$ cat config.mk
export PLATFORM = sky130hd
export DESIGN_NAME = wmf_cell
export DESIGN_NICKNAME = d
export VERILOG_FILES = /design/src/rtl/wmf_pkg.sv /design/src/rtl/wmf_cell.sv
export SDC_FILE = /design/constraint.sdc
export NUM_CORES = 1
export LEC_CHECK = 0
export ABC_AREA = 1
export ABC_CLOCK_PERIOD_IN_PS = 2400
export BUFFER_PORTS_ARGS = -buffer_cell sky130_fd_sc_hd__buf_2
export CORE_UTILIZATION = 35
export CTS_CLUSTER_DIAMETER = 40
export CTS_CLUSTER_SIZE = 16
export DETAILED_ROUTE_END_ITERATION = 8
export PLACE_DENSITY = 0.63
export SYNTH_ARGS = -nofsm -noshare
export SYNTH_HDL_FRONTEND = slang
export SYNTH_SLANG_ARGS = --single-unit
export TNS_END_PERCENT = 1
$ cat constraint.sdc
create_clock -name aclk -period 2.4 [get_ports aclk]
set_input_delay 0.48 -clock aclk [delete_from_list [all_inputs] [get_ports aclk]]
set_output_delay 0.48 -clock aclk [all_outputs]
set_load 0.02 [all_outputs]
$ cat src/rtl/wmf_pkg.sv
// windowed median filter: shared types and constants
// used by every module of the block, depends on nothing
`timescale 1ns / 1ps

package wmf_pkg;

    localparam int PIX_W = 8;   // grey level width
    localparam int ROW_W = 11;  // row counters and frame height
    localparam int CFG_W = 11;  // widest configuration register
    localparam int RAD_W = 2;   // window radius register
    localparam int IDX_W = 2;   // configuration register index

    localparam logic [IDX_W-1:0] REG_RADIUS = 2'd0;
    localparam logic [IDX_W-1:0] REG_WIDTH  = 2'd1;
    localparam logic [IDX_W-1:0] REG_HEIGHT = 2'd2;

    typedef enum logic [2:0] {
        ST_IDLE,
        ST_SETUP,
        ST_SCAN,
        ST_DRAIN,
        ST_DONE
    } state_t;

    // what one sorter cell shows to its right-hand neighbor
    typedef struct packed {
        logic             full;
        logic             less;
        logic [PIX_W-1:0] value;
    } cell_link_t;

endpackage

$ cat src/rtl/wmf_cell.sv
// windowed median filter: one cell of the insertion sorter chain
// depends on wmf_pkg
`timescale 1ns / 1ps

module wmf_cell (
    input  logic                     aclk,
    input  logic                     aresetn,
    input  logic                     clear,
    input  logic                     ins_valid,
    input  logic [wmf_pkg::PIX_W-1:0] ins_value,
    input  wmf_pkg::cell_link_t      left,
    output wmf_pkg::cell_link_t      link
);

    logic                      full_reg;
    logic [wmf_pkg::PIX_W-1:0] value_reg;
    logic                      less;

    // an empty cell counts as holding +infinity
    assign less = !full_reg || (ins_value < value_reg);

    always_ff @(posedge aclk) begin
        if (!aresetn || clear) begin
            full_reg <= 1'b0;
        end else if (ins_valid && less) begin
            if (left.less) begin
                full_reg <= left.full;
            end else begin
                full_reg <= 1'b1;
            end
        end
    end

    always_ff @(posedge aclk) begin
        if (ins_valid && less) begin
            // shift the left neighbor in, or take the new value at the insert point
            value_reg <= left.less ? left.value : ins_value;
        end
    end

    assign link.full  = full_reg;
    assign link.less  = less;
    assign link.value = value_reg;

endmodule

* Word level (Yosys, flattened, before mapping)
Cells that the tools add are included.
W data, S select, Z words.
** Cells by class
- Add/sub/neg operators :: 0
- Multiply operators :: 0
- Divide/modulo/power cells :: 0
- Order comparisons :: 1
- Eq/ne operators :: 0
- Shift operators :: 0
- Multiplexer cells :: 2
- Bitwise gates (word level) :: 0
- Reduce and logical (&&, ||, !) cells :: 5
** Operator list (count)
- $lt A8 B8 Y1 :: 1
- $mux W8 :: 1
- $logic_not A1 Y1 :: 2
- $logic_or A1 B1 Y1 :: 2
- $logic_and A1 B1 Y1 :: 1
- $mux W1 :: 1
** Word-level totals
- Flip-flop bits (word level) :: 9
- Latch bits :: 0
- RAM bits :: 0
- Memory bits (read-only) :: 0
- Input bits :: 22
- Output and inout bits :: 10
- Logic and storage cells :: 10
- Memories kept :: 0

* Longest topological paths before layout
- Depth in word-level cells :: 3
- Gate-level depth with buffers :: 12
- Depth with buffers taken out :: 12

* Least setup slack after synthesis
No wires, ideal clock.
- Path kind :: flip-flop to flip-flop
- Start :: reg value_reg[5] in the netlist's numbering
- End :: reg value_reg[0] in the netlist's numbering (enable)
- Library setup time :: 0.385 ns
- Arrival time :: 1.814 ns
- Data required time :: 2.015 ns
- Path slack :: 0.201 ns
- Cell stages (with the launch flop) :: 8
- Buffers on the path :: 0
- Period minus slack after synthesis :: 2.199 ns
- Cells stage by stage :: edfxtp_1 > inv_1 > ha_1 > a21oi_2 > nor2_1 > nor3_2 > nand2_2 > a21boi_0
** Between the ends
- Cells in the longest elaborated chain, start to end :: 3
** Ends and longest elaborated chain
- from (decl) :: RTL line wmf_cell.sv:16 : logic [wmf_pkg::PIX_W-1:0] value_reg;
- from (signal assigned) :: RTL line wmf_cell.sv:37 : value_reg <= left.less ? left.value : ins_value;
- $lt A8 B8 Y1 :: RTL line wmf_cell.sv:20 : assign less = !full_reg || (ins_value < value_reg);
- $logic_or A1 B1 Y1 :: RTL line wmf_cell.sv:20
- $logic_and A1 B1 Y1 :: RTL line wmf_cell.sv:35 : if (ins_valid && less) begin
No other way between the ends.
A chain may end at the register's enable or synchronous reset.

==> impl_metrics.toml <==
[cells_and_area]
final_cell_mix = "nand2_1, buf_2, inv_1, edfxtp_1, ha_1"
antenna_cells = 0
finalNonFillerCells = 127
fillerInstances = 164
drive_above_1_share_pct = 36.0
final_cell_area_um2 = 811
largest_register_ffs = 8
final_common_cell = "nand2_1"
finish.net_count = 141
area_growth_pct = 29.9

[floorplanning]
coreArea_um2 = 1580
start_util_pct = 39.6
num_io_pins = 32
die_y_um = 44.2
dieArea_um2 = 1960
die_w_um = 44.2
row_count = 14

[power_and_ir_drop]
p_leak_nw = 0.472
power-per-cell-area_nw_per_um2 = 516
ir_drop_v = 0.000381

[clock_tree]
worstSkewPairLatency_ns = 0.27
cts_buffers = 3
htree_levels = 1
post_cts_buffers = 0
cts.clk_slew.worst_paths_ns = 0.06
cts_resized = 0
clock-sinks = 9
cts_buffer_depth = 2
cts-hold-fix-buffers = 0
clockRootBuffer = "clkbuf_4"
tritoncts = "built"

[grt]
grt_pass1_vias = 554
antenna_found_initial = 0
grt_max_degree = 11
grt_usage_pct = 15.5
grt_pass1_wl_um = 2190
grt_overflow_total = 0

[run_status]
status = "finished, final reports clean"

[routing]
drc_errors = 0
dr.pass1.iters = 6
drt-total-wl_um = 1260
drtAntennaViolNets = 0
vias = 579
drtIter0Drc = 4
avgRoutedWirePerCell_um = 9.89
vias_per_cell = 4.56

[sta]
rsz0062_at_grt = "no"
hold_ws_ns = 0.452
tightestPinTransition_ns = 0.259
hold_viol_final = 0
finalCritPeriodShare_pct = 85.6
setup_viol = 0
setup_tns_ns = 0
slew-limit-headroom_pct = 82.7
clock_skew_ns = 0.00369
fin_crit_ns = 2.05
drv_slew = 0
fmax_ghz = 0.487

[hold_path]
hold_depth = 4
hold_path_class = "input port to flop"

[setup_path]
end_kind = "primary output"
start_kind = "flop"
worstPathRequired_ns = 1.92
r2r_cells = 8
worstPathArrival_ns = 1.57
crit_fanout = 2
path_class = "flop to primary output"

[synth]
syn_area_um2 = 624
synth.avg_cell_area_um2 = 8.00
ys_seq_area_share_pct = 41.7
synth_fp_nets = 107
synth_cell_types = 15
synth_cells = 78
synth-seq-cells = 9
yosysWarnings = 0

[placed_design]
placedInstanceArea_um2 = 785
dp_cells = 123
dp_hpwl_um = 1020
port_buffers = 31
place.gp.congestion = 0.738

[flow_run]
maxCapViolCount = 0
## area by class of cell
| cell class | instances | area, um2 | area share (%) |
|---|---|---|---|
| clock buffers | 4 | 26.3 | 3.24 |
| inverters | 13 | 48.8 | 6.02 |
| repair buffers | 32 | 163 | 20.1 |
| well taps | 16 | 20.0 | 2.47 |
| flip-flops and latches | 9 | 260 | 32.1 |
| multi-input cells | 53 | 293 | 36.1 |
## critical path: stages (launching register included)
cell	delay [ns]
edfxtp_1	0.37
inv_1	0.07
ha_1	0.24
a21oi_2	0.14
nor2_1	0.05
nor3_2	0.12
nand2_2	0.08
nand2_2	0.07
buf_2	0.16
## worst paths after layout
path / from / end / slack [ns]
setup reg to reg: value_reg[5]$_DFFE_PP_ / value_reg[7]$_DFFE_PP_ / 0.66
setup / recovery: value_reg[5]$_DFFE_PP_ / link[8] / 0.35
hold reg to reg: full_reg$_SDFFE_PP0P_ / full_reg$_SDFFE_PP0P_ / 0.60
hold / removal: clear / full_reg$_SDFFE_PP0P_ / 0.45
## cells in the mapped netlist
master | instances | area [um2]
nand3_2 | 1 | 10.0
o21ai_0 | 1 | 5.00
inv_1 | 13 | 48.8
a21oi_2 | 1 | 8.76
nor3_2 | 1 | 10.0
edfxtp_1 | 8 | 240
a21boi_0 | 1 | 7.51
nor3b_1 | 1 | 7.51
nand2_1 | 33 | 124
a21oi_1 | 1 | 5.00
dfxtp_1 | 1 | 20.0
nor2_1 | 4 | 15.0
buf_4 | 3 | 22.5
ha_1 | 7 | 87.6
nand2_2 | 2 | 12.5
## layer usage
layer	GRT usage (%)	part of all wire, %	up-vias	routed length (um)
met5	0	0	-	0
met4	9.09	1.8	0	22
met3	2.45	3.7	2	46
met2	27.4	51	20	640
met1	17.6	43	249	546
li1	-	-	308	-
## where the power goes
part / internal [mW] / total [mW] / switching [mW]
logic: 0.0445 / 0.106 / 0.0613
registers: 0.185 / 0.190 / 0.00503
clock network: 0.0643 / 0.123 / 0.0584
## kinds of logic (layout without fill, tap and decap cells)
logic type      Yosys count  after routing  share of synthesized area (%)
simple gates             42             42                           28.7
flops                     9              9                           41.7
buf+inv                  16             49                           11.4
fa+ha+maj                 7              7                           14.0
compound gates            4              4                           4.21
## per-stage QoR
step                util (%)  setup slack (ns)  total power, mW
finish                  51.4             0.346            0.418
global route            51.4             0.234            0.452
CTS                     51.4             0.326            0.425
detailed placement      49.8             0.398            0.301
global placement        49.8             0.423            0.298
floorplan                  -             0.201            0.262
Power figures use the tool's default switching activity.
